<file path="src/hw/rtl/set_assoc_cache_tag_lookup_macros.svh">
// Assertion macros shared by the tag lookup RTL.
// Expects clk and rst_n in the scope of each use.
`ifndef SET_ASSOC_CACHE_TAG_LOOKUP_MACROS_SVH
`define SET_ASSOC_CACHE_TAG_LOOKUP_MACROS_SVH

// checked only out of reset
`define SACL_ASSERT(name, prop, msg) \
  name: assert property (@(posedge clk) disable iff (!rst_n) (prop)) else $error(msg);

// checked at every edge, reset included
`define SACL_ASSERT_ALWAYS(name, prop, msg) \
  name: assert property (@(posedge clk) (prop)) else $error(msg);

`endif

</file>
<file path="src/hw/rtl/sacl_pkg.sv">
// Package for the cache tag lookup: sizes, codes, register map and shared types.
// No dependencies.
`timescale 1ns / 1ps
`default_nettype none

package sacl_pkg;

  localparam int ADDR_W  = 32;
  localparam int SETS    = 4096;
  localparam int SET_W   = $clog2(SETS);
  localparam int WAYS    = 4;
  localparam int WAY_W   = 2;
  localparam int AGE_W   = 2;
  localparam int TAG_W   = ADDR_W;
  localparam int CNT_W   = 32;
  localparam int PADDR_W = 4;
  localparam int PDATA_W = 32;

  localparam logic [AGE_W-1:0] AGE_MAX = AGE_W'(WAYS - 1);

  typedef enum logic [1:0] {
    ACT_READ  = 2'd0,
    ACT_WRITE = 2'd1,
    ACT_FETCH = 2'd2,
    ACT_OTHER = 2'd3
  } action_t;

  typedef enum logic [1:0] {
    REG_OFFSET_BITS = 2'd0,
    REG_INDEX_BITS  = 2'd1,
    REG_FOUR_WAY    = 2'd2,
    REG_SPLIT_MODE  = 2'd3
  } reg_idx_t;

  typedef enum logic [1:0] {
    ST_CLEAR,
    ST_IDLE,
    ST_UPDATE
  } state_t;

  typedef struct packed {
    logic [3:0] offset_bits;
    logic [3:0] index_bits;
    logic       four_way;
    logic       split_mode;
  } cfg_t;

  typedef struct packed {
    logic clear;   // write one cleared row
    logic accept;  // capture transaction, read its set
    logic commit;  // write back row, load result
  } cmd_t;

  typedef struct packed {
    logic clear_done;
    logic out_busy;
  } sts_t;

  typedef struct packed {
    logic [WAYS-1:0][TAG_W-1:0] tag;
    logic [WAYS-1:0]            valid;
    logic [WAYS-1:0][AGE_W-1:0] age;
  } row_t;

endpackage

`default_nettype wire

</file>
<file path="src/hw/rtl/sacl_ctrl.sv">
// Controller of the tag lookup: clear sweep, accept and commit sequencing.
// Depends on sacl_pkg and the assertion macro header.
`timescale 1ns / 1ps
`default_nettype none
`include "set_assoc_cache_tag_lookup_macros.svh"

module sacl_ctrl (
  input  wire logic           clk,
  input  wire logic           rst_n,
  input  wire logic           in_valid,
  output logic                in_ready,
  input  wire sacl_pkg::sts_t sts,
  output sacl_pkg::cmd_t      cmd
);
  import sacl_pkg::*;

  state_t state_r, state_nxt;

  always_comb begin
    state_nxt = state_r;
    unique case (state_r)
      ST_CLEAR:  if (sts.clear_done) state_nxt = ST_IDLE;
      ST_IDLE:   if (in_valid) state_nxt = ST_UPDATE;
      ST_UPDATE: if (!sts.out_busy) state_nxt = ST_IDLE;
      default:   state_nxt = ST_CLEAR;
    endcase
  end

  always_comb begin
    cmd      = '0;
    in_ready = 1'b0;
    unique case (state_r)
      ST_CLEAR: cmd.clear = !sts.clear_done;
      ST_IDLE: begin
        in_ready   = 1'b1;
        cmd.accept = in_valid;
      end
      ST_UPDATE: cmd.commit = !sts.out_busy;
      default: cmd = '0;
    endcase
  end

  always_ff @(posedge clk) begin
    if (!rst_n) begin
      state_r <= ST_CLEAR;
    end else begin
      state_r <= state_nxt;
    end
  end

  `SACL_ASSERT_ALWAYS(a_reset_clears, !rst_n |=> state_r == ST_CLEAR, "reset did not start clear")
  `SACL_ASSERT(a_accept_then_update, cmd.accept |=> state_r == ST_UPDATE, "accept lost")
  `SACL_ASSERT(a_no_accept_in_clear, !sts.clear_done |-> !(in_valid && in_ready), "accept in clear")

endmodule

`default_nettype wire

</file>
<file path="config.mk">
export PLATFORM = sky130hd
export DESIGN_NAME = sacl_ctrl
export DESIGN_NICKNAME = d
export VERILOG_FILES = /design/src/hw/rtl/sacl_pkg.sv /design/src/hw/rtl/sacl_ctrl.sv
export VERILOG_INCLUDE_DIRS = /design/src /design/src/hw/rtl
export SDC_FILE = /design/constraint.sdc
export NUM_CORES = 1
export LEC_CHECK = 0
export ABC_AREA = 1
export BUFFER_PORTS_ARGS = -buffer_cell sky130_fd_sc_hd__buf_2
export CAP_MARGIN = 20
export CORE_AREA = 5 5 42 44
export CTS_BUF_LIST = sky130_fd_sc_hd__clkbuf_2 sky130_fd_sc_hd__clkbuf_4 sky130_fd_sc_hd__clkbuf_8
export CTS_CLUSTER_DIAMETER = 100
export DETAILED_ROUTE_END_ITERATION = 10
export DIE_AREA = 0 0 47 49
export PLACE_DENSITY = 0.37
export SLEW_MARGIN = 15
export SYNTH_ARGS = -nofsm -noshare
export SYNTH_HDL_FRONTEND = slang
export SYNTH_SLANG_ARGS = --single-unit
</file>
<file path="constraint.sdc">
create_clock -name clk -period 2.08 [get_ports clk]
set_input_delay 0.416 -clock clk [delete_from_list [all_inputs] [get_ports clk]]
set_output_delay 0.416 -clock clk [all_outputs]
set_load 0.01 [all_outputs]
</file>
* After elaboration in Yosys (flattened, before gate mapping)
Index checks and enable logic that the tools add are counted.
** Operators by class
- Eq/ne operators :: 5
- Mux-type cells :: 8
- Reduce and logical (&&, ||, !) cells :: 4
** Operators by type and width (number)
- $mux 2 :: 3
- $ne 2x2->1 const B :: 3
- $pmux 2 s3 :: 1
- $mux 1 :: 4
- $reduce_and 3->1 :: 1
- $eq 2x1->1 const B :: 1
- $eq 2x2->1 const B :: 1
- $logic_not 1->1 :: 2
- $logic_not 2->1 :: 1
** Word-level totals
- Bits in registers :: 2
- Input bits :: 5
- Output and inout port bits :: 4
- Word-level logic and storage cells :: 18

* Depth between registers and ports, before layout
Gate-level depths: netlist (run 1).
- Depth in word-level cells :: 3
- Mapped depth :: 4
- Mapped depth without buffers :: 4

* Worst setup path after synthesis (run 1)
Ideal clock, no wire load.
- Path type :: input port to output port
- From :: input port sts[0] (netlist bit)
- To :: output port cmd[0] (netlist bit)
- Data arrival time :: 0.706 ns
- Slack :: 0.958 ns
- Stages :: 1
- Buffers on the path :: 0
- Cell sequence :: nor3_1
** On the way
- Cells in the longest elaborated chain, start to end :: 2
** Ends and longest elaborated chain
- start: declaration :: line sacl_ctrl.sv:12 : input wire sacl_pkg::sts_t sts,
- $logic_not 1->1 :: line sacl_ctrl.sv:38 : ST_UPDATE: cmd.commit = !sts.out_busy;
- $mux 1 :: line sacl_ctrl.sv:32 : unique case (state_r)
- end: declaration :: line sacl_ctrl.sv:13 : output sacl_pkg::cmd_t cmd
Every way passes these cells.

==> results.toml, run 1 <==
[run_status]
status = "finished, final reports clean"

[synth]
synth_area_um2 = 120
syn_inst = 18
synthFlopType = "dfxtp_1"
ys_top_cells_by_area = "dfxtp_1, inv_1, nor2_4"
synth_edf_count = 0
synth_cell_type_count = 11
postSynth.asyncResetShare = 0
yosysWarnings = 0
ys_seq_area_frac = 0.333
ys_seq_elements = 2
synth.most_common_cell = "inv_1"
yosysTopAreaCellShare = 0.333
synth_nets = 23
synth_area_per_cell_um2 = 6.67
yosysTopAreaCell = "dfxtp_1"
netlist_top_cells_count = "inv_1, dfxtp_1, inv_2, nand2_1, nand3_1"

[critical_path]
r2r-start = "state_r[1]$_SDFFE_PN0P_"
rrSetupSlack_ns = 1.29
reg2reg_to = "state_r[0]$_SDFFE_PN0P_"
crit_required_ns = 1.66
rr_worst_depth = 3
critPathCaptureType = "output port"
crit_slowest_cell = "dfxtp_1"
max_stage_delay_ns = 0.35
cp_data_arrival_time_ns = 0.96
crit_path_start_kind = "flop"
path_max_fanout = 3
critPathKind = "reg -> out"
crit_end = "cmd[1]"
path_cells = "inv_2 -> nor2_4 -> nand2_2 -> inv_1 -> buf_2"
worstSetupStartpoint = "state_r[0]$_SDFFE_PN0P_"

[clock_network]
cts_buffer_depth = 2
path_clk_slew_ns = 0.03
clkSinkCount = 2
numCtsBuffers = 3
hold_buffers = 0
clockRootBuffer = "clkbuf_4"
post-cts-setup-buffers = 0
cts_tree = "done"
postCtsResizedCells = 0
clk_latency_ns = 0.22
htreeDepth = 1

[global_route]
grt_start_max_net_pins = 4
grt_use_total = 0.0387
antenna_found_initial = 0
grt_first_pass_wirelength_um = 538
grt_pass1_vias = 143
grt_overflow = 0

[floorplanning]
chipWidth_um = 47
coreArea_um2 = 1400
rows = 14
dieHeight_um = 49
die_area_um2 = 2300
start_util = 0.0857
boundaryPins = 9

[finish]
largest_reg_flops = 2
antennaDiodeCount = 0
drive_above_1_share = 0.552
top_register = "state_r"
nFillCells = 174
postLayoutCellArea_um2 = 203
final_nets = 36
reg.largest.list = "state_r (2)"
area_growth_pct = 68.7

[route]
routed_wl_um = 294
vias = 139
first_pass_iters = 4
drtAntennaViolNets = 0
drc = 0
drt-initial-drc-count = 1
routedWlPerCell_um = 6.53
routed_via_density = 3.09

[placed_design]
portBuffers = 8
hpwl_um = 251
gp_congestion = 0.619
place_area_um2 = 180

[sta]
rsz0062_at_grt = "no"
worst_pin_slew_ns = 0.171
finClkSkew_ns = 0.00267
final-setup-viol-count = 0
maxSlewViolCount = 0
max_freq_mhz = 728
period_needed_ns = 1.37
hold_viol_final = 0
fin_setup_tns_ns = 0
slew_headroom = 0.886
period_share = 0.660

[hold_path]
min_from = "rst_n"
hp-class = "in -> reg"

[power_and_ir_drop]
p_total_mw = 0.166
ir_worst_vdd_mv = 0.123
p_leak_nw = 0.116
power.density_nw_per_um2 = 818

[flow_run]
cap_violations = 0
## cells by family (layout without fill, tap and decap cells)
family                 count (synthesis)  after routing  share of synthesized area
DFF                                    2              2                      0.333
AOI/OAI and AO/OA                      2              2                      0.115
and+or+nand+nor                        8              8                      0.365
buffers and inverters                  6             17                      0.187
## cell usage in the layout, fill, tap and decap left out
cell type  Yosys  routed
inv_2          2       2
nor2_1         1       1
buf_2          0       8
nand2_2        1       1
dfxtp_1        2       2
nand3_1        2       2
clkbuf_4       0       3
a21oi_2        1       1
inv_1          4       4
nor2_4         1       1
nand2_1        2       2
a21oi_1        1       1
nor3_1         1       1
## worst min-delay path by stage
stage | endpoint | depth (start not counted) | slack [ns]
global route | state_r[0]$_SDFFE_PN0P_ | 3 | 0.45
global placement | state_r[1]$_SDFFE_PN0P_ | 2 | 0.58
CTS | state_r[0]$_SDFFE_PN0P_ | 3 | 0.43
detailed placement | state_r[1]$_SDFFE_PN0P_ | 2 | 0.57
finish | state_r[0]$_SDFFE_PN0P_ | 3 | 0.44
floorplan | state_r[1]$_SDFFE_PN0P_ | 2 | 0.54
## through the flow
| step | utilization | setup slack, ns | hold WS (ns) | std cells |
|---|---|---|---|---|
| floorplan | - | 0.958 | 0.541 | 18 |
| global placement | 0.129 | 0.830 | 0.583 | 42 |
| detailed placement | 0.129 | 0.833 | 0.575 | 42 |
| CTS | 0.145 | 0.678 | 0.435 | 45 |
| global route | 0.145 | 0.600 | 0.454 | 45 |
| finish | 0.145 | 0.706 | 0.440 | 45 |
## critical path: cells and delay by family, from the launching register on
family	cells	cell delay, ns
buffers and inverters	3	0.22
flip-flops	1	0.35
AND/OR/NAND/NOR	2	0.16
## power breakdown
| part | switching [mW] | internal, mW | total [mW] |
|---|---|---|---|
| Sequential | 0.00362 | 0.0424 | 0.0460 |
| Combinational | 0.0196 | 0.0148 | 0.0343 |
| Clock | 0.0217 | 0.0636 | 0.0854 |
## routing by layer
layer / vias to the layer above / track usage / wire length (um)
li1: 76 / - / -
met1: 57 / 0.0371 / 135
met2: 6 / 0.0385 / 106
met3: 0 / 0.0554 / 52
met4: 0 / 0.0276 / 0
met5: - / 0 / 0
## final cells by class
class	instances	area (um^2)	share of cell area
inverters	6	22.5	0.111
multi-input cells	10	57.6	0.284
flip-flops and latches	2	40.0	0.198
clock buffers	3	22.5	0.111
repair buffers	8	40.0	0.198
well taps	16	20.0	0.0988
(Power assumes the default switching activity.)
==> run 2: changes to the inputs <==
Settings changed: PLACE_DENSITY 0.37 to 0.38.
Clock period 2.08 ns to 1.2 ns, I/O delays scaled along.
==> run 2 against run 1 <==
Against the previous run:
- sequential power increased by 74%
- clock-buffer cell count unchanged
- worst hold slack got worse by 0.18 ns
- setup slack got worse by 0.68 ns
- highest routed layer unchanged
- clock skew decreased by 0.0013 ns
- largest power group unchanged
==> results.toml, run 2 (synthesized netlist as in run 1, its figures left out) <==
[run_status]
status = "finished, final reports clean"

[critical_path]
critPathKind = "reg -> out"
path_max_fanout = 3
crit_path_start_kind = "flop"
cp_data_arrival_time_ns = 0.93
crit_required_ns = 0.96
critPathCaptureType = "output port"

[sta]
finalWorstSetupSlack_ns = 0.0292
hold_slack_ns = 0.256
period_share = 0.976
worst_pin_slew_ns = 0.150
hold_viol_final = 0
period_needed_ns = 1.17
final-setup-viol-count = 0
slew_headroom = 0.899
maxSlewViolCount = 0
rsz0062_at_grt = "yes"
max_freq_mhz = 854
fin_setup_tns_ns = 0
finClkSkew_ns = 0.00136

[placed_design]
gp_congestion = 0.633
place_area_um2 = 180
hpwl_um = 255
place_ws_ns = 0.217
dp.cells = 42
portBuffers = 8

[power_and_ir_drop]
power.density_nw_per_um2 = 1360
p_total_mw = 0.294
ir_worst_vdd_mv = 0.194
p_leak_nw = 0.122

[route]
drt-initial-drc-count = 2
drc = 0
routed_wl_um = 322
drtAntennaViolNets = 0
routed_via_density = 3.15
vias = 145
routedWlPerCell_um = 7.00
first_pass_iters = 2

[finish]
fin_util = 0.154
layout_common_cells = "buf_2, inv_1, clkbuf_4"
final_cells = 46
area_growth_pct = 79.2
reg.largest.list = "state_r (2)"
antennaDiodeCount = 0
largest_reg_flops = 2
top_register = "state_r"
final_nets = 37
drive_above_1_share = 0.633
postLayoutCellArea_um2 = 215
final_common_cell = "buf_2"

[floorplanning]
chipWidth_um = 47
die_area_um2 = 2300
start_util = 0.0857
boundaryPins = 9
coreArea_um2 = 1400
rows = 14
dieHeight_um = 49

[clock_network]
clk_latency_ns = 0.22
cts_buffer_depth = 2
clkSinkCount = 2
cts_tree = "done"
clockRootBuffer = "clkbuf_4"
numCtsBuffers = 3
path_clk_slew_ns = 0.03
hold_buffers = 0
htreeDepth = 1

[global_route]
grt_overflow = 0
grt_start_max_net_pins = 4
grt_first_pass_wirelength_um = 579
grt_use_total = 0.0415
antenna_found_initial = 0
grt_pass1_vias = 148

[hold_path]
hp-class = "in -> reg"

[flow_run]
cap_violations = 0
-- run 2: changes by cell type in the layout (fill, tap and decap cells not counted) --
cell and delta:
dfxtp_4 +1, dfxtp_1 -2, dfxtp_2 +1, buf_4 +1
-- run 2: critical path, cell delays in order, from the launching register on --
cell,delay [ns]
dfxtp_2,0.33
inv_2,0.06
nor2_4,0.10
nand2_2,0.06
inv_1,0.04
buf_2,0.12
-- run 2: layout make-up --
type	instances	area [um^2]
multi-input cells	10	57.6
fillers	175	1190
repair buffers	9	47.5
well taps	16	20.0
flip-flops and latches	2	45.0
clock buffers	3	22.5
inverters	6	22.5
-- run 2: repair_timing --
action,in CTS,in global routing
buffers inserted,0,1
endpoints found under the hold margin,0,0
setup endpoints to repair,2,3
gates resized for setup,2,1
pin swaps,0,1
-- run 2: final timing paths --
check	startpoint	slack, ns	to	cells past startpoint
setup / recovery	state_r[0]$_SDFFE_PN0P_	0.03	cmd[1]	5
hold / removal	rst_n	0.26	state_r[0]$_SDFFE_PN0P_	3
setup reg to reg	state_r[0]$_SDFFE_PN0P_	0.34	state_r[0]$_SDFFE_PN0P_	5
hold reg to reg	state_r[1]$_SDFFE_PN0P_	0.55	state_r[1]$_SDFFE_PN0P_	3
-- run 2: power breakdown --
part	switching [mW]	leakage (nW)	internal (mW)	total, mW
Combinational	0.0361	0.0906	0.0302	0.0663
Clock	0.0372	0.0138	0.110	0.147
Sequential	0.00627	0.0175	0.0737	0.0799
-- run 2: per-layer routing --
layer,track usage,vias up,share of wire
met5,0,-,0
met4,0.0415,0,0
met3,0.0517,0,0.22
met2,0.0452,6,0.44
met1,0.0349,59,0.34
li1,-,80,-
