`src/hw/rtl/set_assoc_cache_tag_lookup_macros.svh`:
```
// Assertion macros shared by the tag lookup RTL.
// Expects clk and rst_n in the scope of each use.
`ifndef SET_ASSOC_CACHE_TAG_LOOKUP_MACROS_SVH
`define SET_ASSOC_CACHE_TAG_LOOKUP_MACROS_SVH

// checked only out of reset
`define SACL_ASSERT(name, prop, msg) \
  name: assert property (@(posedge clk) disable iff (!rst_n) (prop)) else $error(msg);

// checked at every edge, reset included
`define SACL_ASSERT_ALWAYS(name, prop, msg) \
  name: assert property (@(posedge clk) (prop)) else $error(msg);

`endif

```
`src/hw/rtl/sacl_pkg.sv`:
```
// Package for the cache tag lookup: sizes, codes, register map and shared types.
// No dependencies.
`timescale 1ns / 1ps
`default_nettype none

package sacl_pkg;

  localparam int ADDR_W  = 32;
  localparam int SETS    = 4096;
  localparam int SET_W   = $clog2(SETS);
  localparam int WAYS    = 4;
  localparam int WAY_W   = 2;
  localparam int AGE_W   = 2;
  localparam int TAG_W   = ADDR_W;
  localparam int CNT_W   = 32;
  localparam int PADDR_W = 4;
  localparam int PDATA_W = 32;

  localparam logic [AGE_W-1:0] AGE_MAX = AGE_W'(WAYS - 1);

  typedef enum logic [1:0] {
    ACT_READ  = 2'd0,
    ACT_WRITE = 2'd1,
    ACT_FETCH = 2'd2,
    ACT_OTHER = 2'd3
  } action_t;

  typedef enum logic [1:0] {
    REG_OFFSET_BITS = 2'd0,
    REG_INDEX_BITS  = 2'd1,
    REG_FOUR_WAY    = 2'd2,
    REG_SPLIT_MODE  = 2'd3
  } reg_idx_t;

  typedef enum logic [1:0] {
    ST_CLEAR,
    ST_IDLE,
    ST_UPDATE
  } state_t;

  typedef struct packed {
    logic [3:0] offset_bits;
    logic [3:0] index_bits;
    logic       four_way;
    logic       split_mode;
  } cfg_t;

  typedef struct packed {
    logic clear;   // write one cleared row
    logic accept;  // capture transaction, read its set
    logic commit;  // write back row, load result
  } cmd_t;

  typedef struct packed {
    logic clear_done;
    logic out_busy;
  } sts_t;

  typedef struct packed {
    logic [WAYS-1:0][TAG_W-1:0] tag;
    logic [WAYS-1:0]            valid;
    logic [WAYS-1:0][AGE_W-1:0] age;
  } row_t;

endpackage

`default_nettype wire

```
`src/hw/rtl/sacl_regs.sv`:
```
// APB-style configuration registers of the tag lookup.
// Depends on sacl_pkg.
`timescale 1ns / 1ps
`default_nettype none

module sacl_regs (
  input  wire logic                        clk,
  input  wire logic                        rst_n,
  input  wire logic                        psel,
  input  wire logic                        penable,
  input  wire logic                        pwrite,
  input  wire logic [sacl_pkg::PADDR_W-1:0] paddr,
  input  wire logic [sacl_pkg::PDATA_W-1:0] pwdata,
  output logic      [sacl_pkg::PDATA_W-1:0] prdata,
  output logic                             pready,
  output sacl_pkg::cfg_t                   cfg
);
  import sacl_pkg::*;

  cfg_t     cfg_r, cfg_nxt;
  reg_idx_t sel;
  logic     wr_en;

  assign sel    = reg_idx_t'(paddr[3:2]);
  assign wr_en  = psel && penable && pwrite;
  assign pready = 1'b1;
  assign cfg    = cfg_r;

  always_comb begin
    cfg_nxt = cfg_r;
    if (wr_en) begin
      unique case (sel)
        REG_OFFSET_BITS: cfg_nxt.offset_bits = pwdata[3:0];
        REG_INDEX_BITS:  cfg_nxt.index_bits  = pwdata[3:0];
        REG_FOUR_WAY:    cfg_nxt.four_way    = pwdata[0];
        REG_SPLIT_MODE:  cfg_nxt.split_mode  = pwdata[0];
        default:         cfg_nxt = cfg_r;
      endcase
    end
  end

  always_comb begin
    unique case (sel)
      REG_OFFSET_BITS: prdata = PDATA_W'(cfg_r.offset_bits);
      REG_INDEX_BITS:  prdata = PDATA_W'(cfg_r.index_bits);
      REG_FOUR_WAY:    prdata = PDATA_W'(cfg_r.four_way);
      REG_SPLIT_MODE:  prdata = PDATA_W'(cfg_r.split_mode);
      default:         prdata = '0;
    endcase
  end

  always_ff @(posedge clk) begin
    if (!rst_n) begin
      cfg_r.offset_bits <= 4'd5;
      cfg_r.index_bits  <= 4'd8;
      cfg_r.four_way    <= 1'b0;
      cfg_r.split_mode  <= 1'b0;
    end else begin
      cfg_r <= cfg_nxt;
    end
  end

endmodule

`default_nettype wire

```
`config.mk`:
```
export PLATFORM = sky130hd
export DESIGN_NAME = sacl_regs
export DESIGN_NICKNAME = d
export VERILOG_FILES = /design/src/hw/rtl/set_assoc_cache_tag_lookup_macros.svh /design/src/hw/rtl/sacl_pkg.sv /design/src/hw/rtl/sacl_regs.sv
export SDC_FILE = /design/constraint.sdc
export NUM_CORES = 1
export LEC_CHECK = 0
export ABC_AREA = 1
export BUFFER_PORTS_ARGS = -buffer_cell sky130_fd_sc_hd__buf_2
export CAP_MARGIN = 20
export CORE_MARGIN = 1
export CORE_UTILIZATION = 35
export CTS_CLUSTER_DIAMETER = 120
export DETAILED_ROUTE_END_ITERATION = 10
export PLACE_DENSITY = 0.9
export SYNTH_ARGS = -nofsm -noshare
export SYNTH_HDL_FRONTEND = slang
export SYNTH_SLANG_ARGS = --single-unit
```
`constraint.sdc`:
```
create_clock -name clk -period 1 [get_ports clk]
set_input_delay 0.15 -clock clk [delete_from_list [all_inputs] [get_ports clk]]
set_output_delay 0.15 -clock clk [all_outputs]
set_load 0.005 [all_outputs]
```
## Word-level counts from Yosys, hierarchy flattened

Cells that the tools add are included.

| word-level totals | value |
|---|---|
| flip-flop bits (word level) | 10 |
| bits in latches | 0 |
| memory bits (writable) | 0 |
| ROM bits | 0 |
| input bits | 41 |
| output and inout port bits | 43 |
| word-level logic and storage cells | 15 |
| memories | 0 |

| operators by class | value |
|---|---|
| $add $sub $neg | 0 |
| multipliers | 0 |
| divide/modulo/power cells | 0 |
| magnitude comparators | 0 |
| equality and inequality tests | 3 |
| shift operators | 0 |
| mux-type cells | 1 |
| bitwise gates (word level) | 0 |
| reduce and logical (&&, ||, !) cells | 7 |

Operator list:

| cell | count |
|---|---|
| $pmux W32 S4 | 1 |
| $reduce_and A2 Y1 | 4 |
| $eq A2 B2 Y1 const B | 2 |
| $eq A2 B1 Y1 const B | 1 |
| $logic_and A1 B1 Y1 | 2 |
| $logic_not A2 Y1 | 1 |

## Logic depth before layout (Yosys ltp)

Gate-level depths: netlist of run 1.

| logic depth | value |
|---|---|
| word-level depth | 3 |
| gate-level depth with buffers | 5 |
| mapped depth without buffers | 5 |

## Worst setup path before layout of run 1

No wires, ideal clock.

| path | value |
|---|---|
| kind | input port to flip-flop |
| from | input psel |
| to | register cfg_r, in the netlist cfg[8] |
| library setup time | 0.120 ns |
| arrival time | 0.578 ns |
| required time | 0.880 ns |
| setup slack | 0.302 ns |
| stages | 5 |
| buffers on the path | 0 |
| cell sequence | nand2_1 > nor2_8 > nand2_1 > nand2_1 > nand3_1 |

| between the ends | value |
|---|---|
| cells in the longest elaborated chain, start to end | 3 |

RTL lines:

| what | line | source |
|---|---|---|
| start, declared | sacl_regs.sv:9 | `input wire logic psel,` |
| $logic_and A1 B1 Y1 (2 in a row) | sacl_regs.sv:25 | `assign wr_en = psel && penable && pwrite;` |
| $reduce_and A2 Y1 (no line) | -- |  |
| end signal, assigned | sacl_regs.sv:59 | `cfg_r <= cfg_nxt;` |
| end, declared | sacl_regs.sv:20 | `cfg_t cfg_r, cfg_nxt;` |

Every way passes these cells.
A chain may end at the register's enable or synchronous reset.

## Worst setup path after layout of run 1

| path | value |
|---|---|
| from | register cfg_r, in the netlist cfg[7] |
| to | output prdata[1] (netlist bit) |

| between the ends | value |
|---|---|
| cells in the longest elaborated chain, start to end | 1 |

RTL lines:

| what | line | source |
|---|---|---|
| $pmux W32 S4 | sacl_regs.sv:43 | `unique case (sel)` |
| end, declared | sacl_regs.sv:14 | `output logic [sacl_pkg::PDATA_W-1:0] prdata,` |

Every way passes these cells. The select of a mux whose other input is x is not followed.

==> results.rst, run 1 <==
.. list-table::
   :header-rows: 1

   * - Metric
     - Value
   * - Count of standard-cell rows
     - 16
   * - Hold_ws
     - 0.121 ns
   * - Number of DRC markers in iteration 0
     - 6
   * - TritonCTS clock tree
     - done
   * - Yosys warnings
     - 0
   * - Number of buffer and inverter instances along the worst setup path
     - 1
   * - Diodes inserted
     - 0
   * - Cell Count, Final, Fillers Out
     - 170
   * - Clock latency on the worst-skew pair
     - approximately 0.27 ns
   * - Dpl cell area
     - 826 um2
   * - Die Y
     - 48.5 um
   * - Leading cell type in the layout, fill and taps excluded
     - sky130_fd_sc_hd__conb_1
   * - Peak supply drop
     - 0.378 mV
   * - Static leakage power
     - ~0.53 nW
   * - Die Footprint
     - 2360 um2
   * - Worst stage delay on the critical path
     - between 0.3 and 0.4 ns
   * - Number of endpoints with negative hold slack in the final report
     - 0
   * - Hold crit path type
     - input pin to register
   * - RSZ-0062 raised after global routing
     - true
   * - Cells after synthesis
     - 107
   * - Finished Cell Area
     - about 950 um2
   * - Post-route fraction of the period consumed by the critical path
     - 107%
   * - Critical path type
     - register to primary output
   * - Core footprint
     - 2000 um2
   * - Wire length of the first global-routing pass
     - 2.48 mm
   * - Synth-to-Final Area Change
     - 25.9%
   * - Summed instance area of the synthesized netlist
     - 758 um2
   * - Worst endpoint data arrival time
     - approximately 0.92 ns
   * - TritonRoute pass-1 iters
     - 4
   * - Outcome
     - complete, but fails checks
   * - Last weighted congestion value of the routability-driven placer
     - slightly below 0.8
   * - Remaining number of nets flagged by the antenna check after routing
     - 0
   * - Detailed-route via count
     - 671
   * - Number of top-level pins
     - 84
   * - Cell family contributing the most delay on the critical path
     - flip-flops
   * - Overflow left after global routing
     - 0
   * - Yosys cell types
     - 17
   * - Final layout net count
     - around 190
   * - Cell Pwr Density
     - 932 nW/um2
   * - Master cell of the clock root buffer
     - sky130_fd_sc_hd__clkbuf_4
   * - Sink count of the clock tree
     - 10
   * - Die span in x
     - 48.5 um
   * - Max-slew violations
     - 0
   * - Startpoint Class
     - register
   * - Max-cap viol count
     - 0
   * - CP required
     - about 0.85 ns
   * - Fin Clk Skew
     - 0 ns
   * - Number of remaining DRC errors
     - 0
   * - Number of vias per cell after detailed routing
     - 3.95
   * - Fraction of the yosys area taken by sequential cells
     - 26.4%
   * - Capturing element type of the critical path
     - primary output
   * - Maximum frequency from static timing analysis
     - 933 MHz
   * - Post-cts hold buffer count
     - 0
   * - Number of H-tree levels
     - 1
   * - Clock-pin slew on the worst setup and hold paths
     - 0.06 ns
   * - Total routing usage reported by global routing
     - 14.2%
   * - Maximum clock insertion buffer count
     - 2
   * - CTS buffer count
     - 3
   * - Worst Setup Slack, final
     - -0.0717 ns
   * - Detailed placer's ending HPWL
     - approximately 1.1 mm
   * - Fraction of layout cells with a size suffix above 1
     - roughly two fifths
   * - Violations in the final reports
     - setup timing
   * - WL per Instance
     - 9.15 um
   * - Post-Place Cells
     - 160
   * - Setup-violating endpoint count in the final report
     - 4
   * - Mean cell area of the mapped netlist
     - 7.09 um2
   * - Most used cells in the layout excluding fill and tap cells
     - sky130_fd_sc_hd__conb_1 (29), sky130_fd_sc_hd__nand2_1 (20), sky130_fd_sc_hd__buf_2 (19), sky130_fd_sc_hd__nor2_1 (12), sky130_fd_sc_hd__nand3_1 (10)
   * - Tot Pwr
     - 0.890 mW
   * - Min Clock Period, post-route
     - 1.07 ns
   * - Flops & latches, synth
     - 10
   * - Via count of the first global-routing pass
     - 590
   * - Maximum net fanout on the critical path
     - 2
   * - DRT Wirelength
     - 1.56 mm
   * - Antenna violations before repair
     - 0
   * - CP cell instances
     - a22o_1 > buf_2
   * - Pin count of the biggest net entering global routing
     - 11
   * - Library cell contributing the largest single delay on the critical path
     - sky130_fd_sc_hd__dfxtp_2
   * - Number of flip-flops in the largest register
     - 10
   * - Quantity of I/O buffers inserted on ports
     - 24
   * - Initial Util
     - between 30% and 40%
-- path summary, 6_finish.rpt --
| path | to | startpoint | depth (start not counted) | slack (ns) |
|---|---|---|---|---|
| worst max register to register | cfg[6] | cfg[6] | 4 | 0.20 |
| worst max-delay path | prdata[1] | cfg[7] | 2 | -0.07 |
| worst min register to register | cfg[3] | cfg[3] | 2 | 0.49 |
| worst min-delay path | cfg[8] | pwdata[2] | 3 | 0.12 |
-- cells by family after synthesis --
kind of cell,synth area share [%]
AOI/OAI and AO/OA,5.45
buffers and inverters,33.7
other,0.990
and+or+nand+nor,33.5
DFF,26.4
-- metal layers --
layer	track usage (%)	up-vias	part of all wire (%)
met5	0	-	0
li1	-	351	-
met4	10.3	0	2.8
met1	16.9	287	42
met2	22.3	29	50
met3	3.14	4	5.4
-- layout make-up --
| class | instances | area, um2 |
|---|---|---|
| fillers | 225 | 1050 |
| inverters | 8 | 30.0 |
| repair buffers | 36 | 253 |
| flip-flops and latches | 10 | 211 |
| well taps | 27 | 33.8 |
| multi-input cells | 86 | 404 |
| clock buffers | 3 | 22.5 |
-- where the power goes --
group	switching, mW	internal, mW	total, mW
Sequential	0.00555	0.408	0.414
Combinational	0.114	0.0790	0.193
Clock	0.144	0.139	0.283
-- through the flow --
stage | TNS [ns] | util [%] | setup slack, ns
3_5_place_dp | 0 | 41.3 | 0.0252
2_1_floorplan | 0 | - | 0.302
4_1_cts | -0.246 | 45.1 | -0.0671
6_report | -0.241 | 47.7 | -0.0717
5_1_grt | -0.456 | 47.7 | -0.114
3_3_place_gp | 0 | 41.3 | 0.0303
-- worst reg2reg max path, cell delays in order (launching register included) --
cell and delay [ns]:
sky130_fd_sc_hd__dfxtp_2 0.33, sky130_fd_sc_hd__buf_6 0.11, sky130_fd_sc_hd__buf_4 0.12, sky130_fd_sc_hd__nand2_1 0.05, sky130_fd_sc_hd__nand3_1 0.06
-- Yosys cell counts --
cell type | instances | area, um2
sky130_fd_sc_hd__buf_4 | 30 | 225
sky130_fd_sc_hd__nand4_1 | 1 | 6.26
sky130_fd_sc_hd__nor2_8 | 1 | 20.0
sky130_fd_sc_hd__a21oi_1 | 2 | 10.0
sky130_fd_sc_hd__dfxtp_1 | 10 | 200
sky130_fd_sc_hd__inv_2 | 4 | 15.0
sky130_fd_sc_hd__nor2_4 | 2 | 22.5
sky130_fd_sc_hd__nand2_2 | 1 | 6.26
sky130_fd_sc_hd__nand3_1 | 10 | 50.1
sky130_fd_sc_hd__a22o_1 | 3 | 26.3
sky130_fd_sc_hd__nor2_2 | 3 | 18.8
sky130_fd_sc_hd__nor2_1 | 12 | 45.0
sky130_fd_sc_hd__nand3_2 | 1 | 10.0
sky130_fd_sc_hd__inv_1 | 4 | 15.0
sky130_fd_sc_hd__nand2_1 | 20 | 75.1
sky130_fd_sc_hd__conb_1 | 2 | 7.51
sky130_fd_sc_hd__o21ai_1 | 1 | 5.00
-- what timing repair did --
action,in CTS,in global routing
buffers inserted,6,1
pin swaps,4,2
resized for setup,8,9
endpoints found under the hold margin,0,0
endpoints found under the setup margin,4,10
cloned,0,0
(Power assumes the default switching activity.)
==> run 2: changes to the inputs <==
--- a/config.mk
+++ b/config.mk
@@ -9,10 +9,11 @@
 export BUFFER_PORTS_ARGS = -buffer_cell sky130_fd_sc_hd__buf_2
 export CAP_MARGIN = 20
 export CORE_MARGIN = 1
-export CORE_UTILIZATION = 35
+export CORE_UTILIZATION = 29
 export CTS_CLUSTER_DIAMETER = 120
 export DETAILED_ROUTE_END_ITERATION = 10
-export PLACE_DENSITY = 0.9
+export PLACE_DENSITY = 0.78
+export SKIP_LAST_GASP = 1
 export SYNTH_ARGS = -nofsm -noshare
 export SYNTH_HDL_FRONTEND = slang
 export SYNTH_SLANG_ARGS = --single-unit
==> run 2 against run 1 <==
Register-to-register slack better by 0.11 ns. Largest power group unchanged. Worst hold slack worse by 0.0016 ns. Via count is 0.45% higher. Largest cell class unchanged. Core utilization is 10 points lower. Clock skew stayed put. Combinational power is 7% lower. Sequential power hardly changed. Critical path depth stayed put. Critical endpoint is now prdata[2]. Critical path type unchanged. The run still ends with setup timing left. Sequential share of layout area is 0.78 points higher. First-iteration DRC count is 33% lower. Total power is 7.2% higher.
==> results.rst, run 2 (synthesis gave the netlist of run 1 again) <==
.. list-table::
   :header-rows: 1

   * - Metric
     - Value
   * - Clock-pin slew on the worst setup and hold paths
     - 0.07 ns
   * - Pin count of the biggest net entering global routing
     - 11
   * - Maximum clock insertion buffer count
     - 2
   * - Clock latency on the worst-skew pair
     - 0.27 ns
   * - TritonRoute pass-1 iters
     - 4
   * - Outcome
     - complete, but fails checks
   * - Critical path type
     - register to primary output
   * - Core footprint
     - 2480 um2
   * - Via count of the first global-routing pass
     - 523
   * - Relative contribution of sequential cells to total power
     - 43.4%
   * - Net switching power of the design
     - between 0.2 and 0.3 mW
   * - Share of power burned in combinational logic
     - 18.9%
   * - Peak supply drop
     - around 0.7 mV
   * - Number of buffer and inverter instances along the worst setup path
     - 1
   * - Sw frac
     - 26.7%
   * - Most used cells in the layout excluding fill and tap cells
     - sky130_fd_sc_hd__conb_1 (29), sky130_fd_sc_hd__buf_2 (21), sky130_fd_sc_hd__nand2_1 (20), sky130_fd_sc_hd__nor2_1 (12), sky130_fd_sc_hd__nand3_1 (10)
   * - Maximum net fanout on the critical path
     - 2
   * - Hold crit path type
     - input pin to register
   * - Worst Setup Slack, final
     - -0.0479 ns
   * - Master cell of the clock root buffer
     - sky130_fd_sc_hd__clkbuf_4
   * - Overflow left after global routing
     - 0
   * - Number of DRC markers in iteration 0
     - 4
   * - Number of H-tree levels
     - 1
   * - CTS buffer count
     - 3
   * - Worst endpoint data arrival time
     - roughly 0.90 ns
   * - Final layout net count
     - 182
   * - Depth of the worst register-to-register path
     - 3
   * - Internal portion of total power
     - 0.700 mW
   * - Wire length of the first global-routing pass
     - approximately 2.1 mm
   * - Number of top-level pins
     - 84
   * - Total routing usage reported by global routing
     - between 10% and 20%
   * - Startpoint Class
     - register
   * - Source of the worst register-to-register timing path
     - cfg[7]
   * - Instance count on the critical path
     - 2
   * - Tot Pwr
     - 0.954 mW
   * - Diodes inserted
     - 0
   * - Number of remaining DRC errors
     - 0
   * - Last weighted congestion value of the routability-driven placer
     - 0.769
   * - Clock share of power
     - a little under two fifths
   * - Cell family contributing the most delay on the critical path
     - flip-flops
   * - Fin Clk Skew
     - 0 ns
   * - Die Footprint
     - 2820 um2
   * - Library cell contributing the largest single delay on the critical path
     - sky130_fd_sc_hd__dfxtp_2
   * - Detailed placer's ending HPWL
     - approximately 1.1 mm
   * - Detailed-route via count
     - 674
   * - Setup-violating endpoint count in the final report
     - 4
   * - Register-to-Register Setup Slack
     - 0.31 ns
   * - CP cell instances
     - a22o_1 > buf_2
   * - Cell Pwr Density
     - 1040 nW/um2
   * - Post-route fraction of the period consumed by the critical path
     - 105%
   * - Initial Util
     - 30.6%
   * - Worst stage delay on the critical path
     - 0.32 ns
   * - Min Clock Period, post-route
     - 1.05 ns
   * - Max-cap viol count
     - 0
   * - Critical Path End
     - prdata[2]
   * - Violations in the final reports
     - setup timing
   * - Sink count of the clock tree
     - 10
   * - Number of endpoints with negative hold slack in the final report
     - 0
   * - Die Y
     - 53.1 um
   * - Max-slew violations
     - 0
   * - TritonCTS clock tree
     - done
   * - DRT Wirelength
     - 1.45 mm
   * - Die span in x
     - 53.1 um
   * - Worst setup slack before clock tree synthesis
     - between 0.03 and 0.04 ns
   * - Fraction of layout cells with a size suffix above 1
     - slightly above 40%
   * - Quantity of I/O buffers inserted on ports
     - 24
   * - Startpoint of the most critical setup path
     - cfg[8]
   * - Worst reg2reg endpoint
     - cfg[7]
   * - Number of vias per cell after detailed routing
     - between 3 and 4
   * - Static leakage power
     - 0.507 nW
   * - Capturing element type of the critical path
     - primary output
   * - Remaining number of nets flagged by the antenna check after routing
     - 0
   * - Post-cts hold buffer count
     - 0
   * - Count of standard-cell rows
     - 18
   * - CP required
     - 0.85 ns
   * - Leading cell type in the layout, fill and taps excluded
     - sky130_fd_sc_hd__conb_1
   * - Maximum frequency from static timing analysis
     - between 900 and 1000 MHz
   * - Number of flip-flops in the largest register
     - 10
   * - RSZ-0062 raised after global routing
     - true
   * - Synth-to-Final Area Change
     - 21.6%
   * - Antenna violations before repair
     - 0
   * - WL per Instance
     - 8.51 um
-- run 2: worst min path at each step --
stage,startpoint,cells past startpoint,endpoint
after floorplan,pwdata[0],2,cfg[6]
after global placement,pwdata[3],3,cfg[5]
after detailed placement,pwdata[3],3,cfg[5]
after CTS,pwdata[3],3,cfg[5]
after global routing,pwdata[0],3,cfg[6]
final,pwdata[3],3,cfg[5]
-- run 2: power groups by stage --
stage                     Combinational [mW]  Sequential [mW]  Clock, mW
after floorplan                        0.183            0.423          0
after global placement                 0.167            0.422          0
after detailed placement               0.169            0.422          0
after CTS                              0.175            0.413      0.376
after global routing                   0.207            0.414      0.393
final                                  0.180            0.414      0.361
-- run 2: worst register-to-register path, stage by stage, from the launching register on --
cell and delay [ns]:
sky130_fd_sc_hd__dfxtp_2 0.32, sky130_fd_sc_hd__buf_4 0.13, sky130_fd_sc_hd__nor2_1 0.09, sky130_fd_sc_hd__nor2_1 0.05
-- run 2: layout make-up --
class / instances / area, um2
Clock buffer: 4 / 36.3
Fill cell: 283 / 1560
Inverter: 8 / 30.0
Multi-Input combinational cell: 86 / 404
Sequential cell: 10 / 211
Tap cell: 30 / 37.5
Timing Repair Buffer: 32 / 203
-- run 2: stage by stage --
step                utilization [%]  std cells  hold slack (ns)  cell area (um2)  setup TNS (ns)
floorplan                         -        134            0.276              860               0
global placement               33.2        162            0.387              822               0
detailed placement             33.2        162            0.390              822               0
CTS                            36.3        170            0.114              898          -0.196
global route                   37.2        170            0.129              922          -0.336
finish                         37.2        170            0.119              922          -0.164
-- run 2: timing repair --
action | 4_1_cts | 5_1_grt
buffers inserted | 4 | 0
resized for setup | 8 | 5
setup endpoints to repair | 4 | 7
pin swaps | 4 | 0
-- run 2: layer usage --
metal	routed length, um	track usage, %	vias to the layer above
met4	0	2.63	0
met2	735	19.0	36
met3	136	5.46	0
met5	0	0	-
met1	574	11.4	293
li1	-	-	345
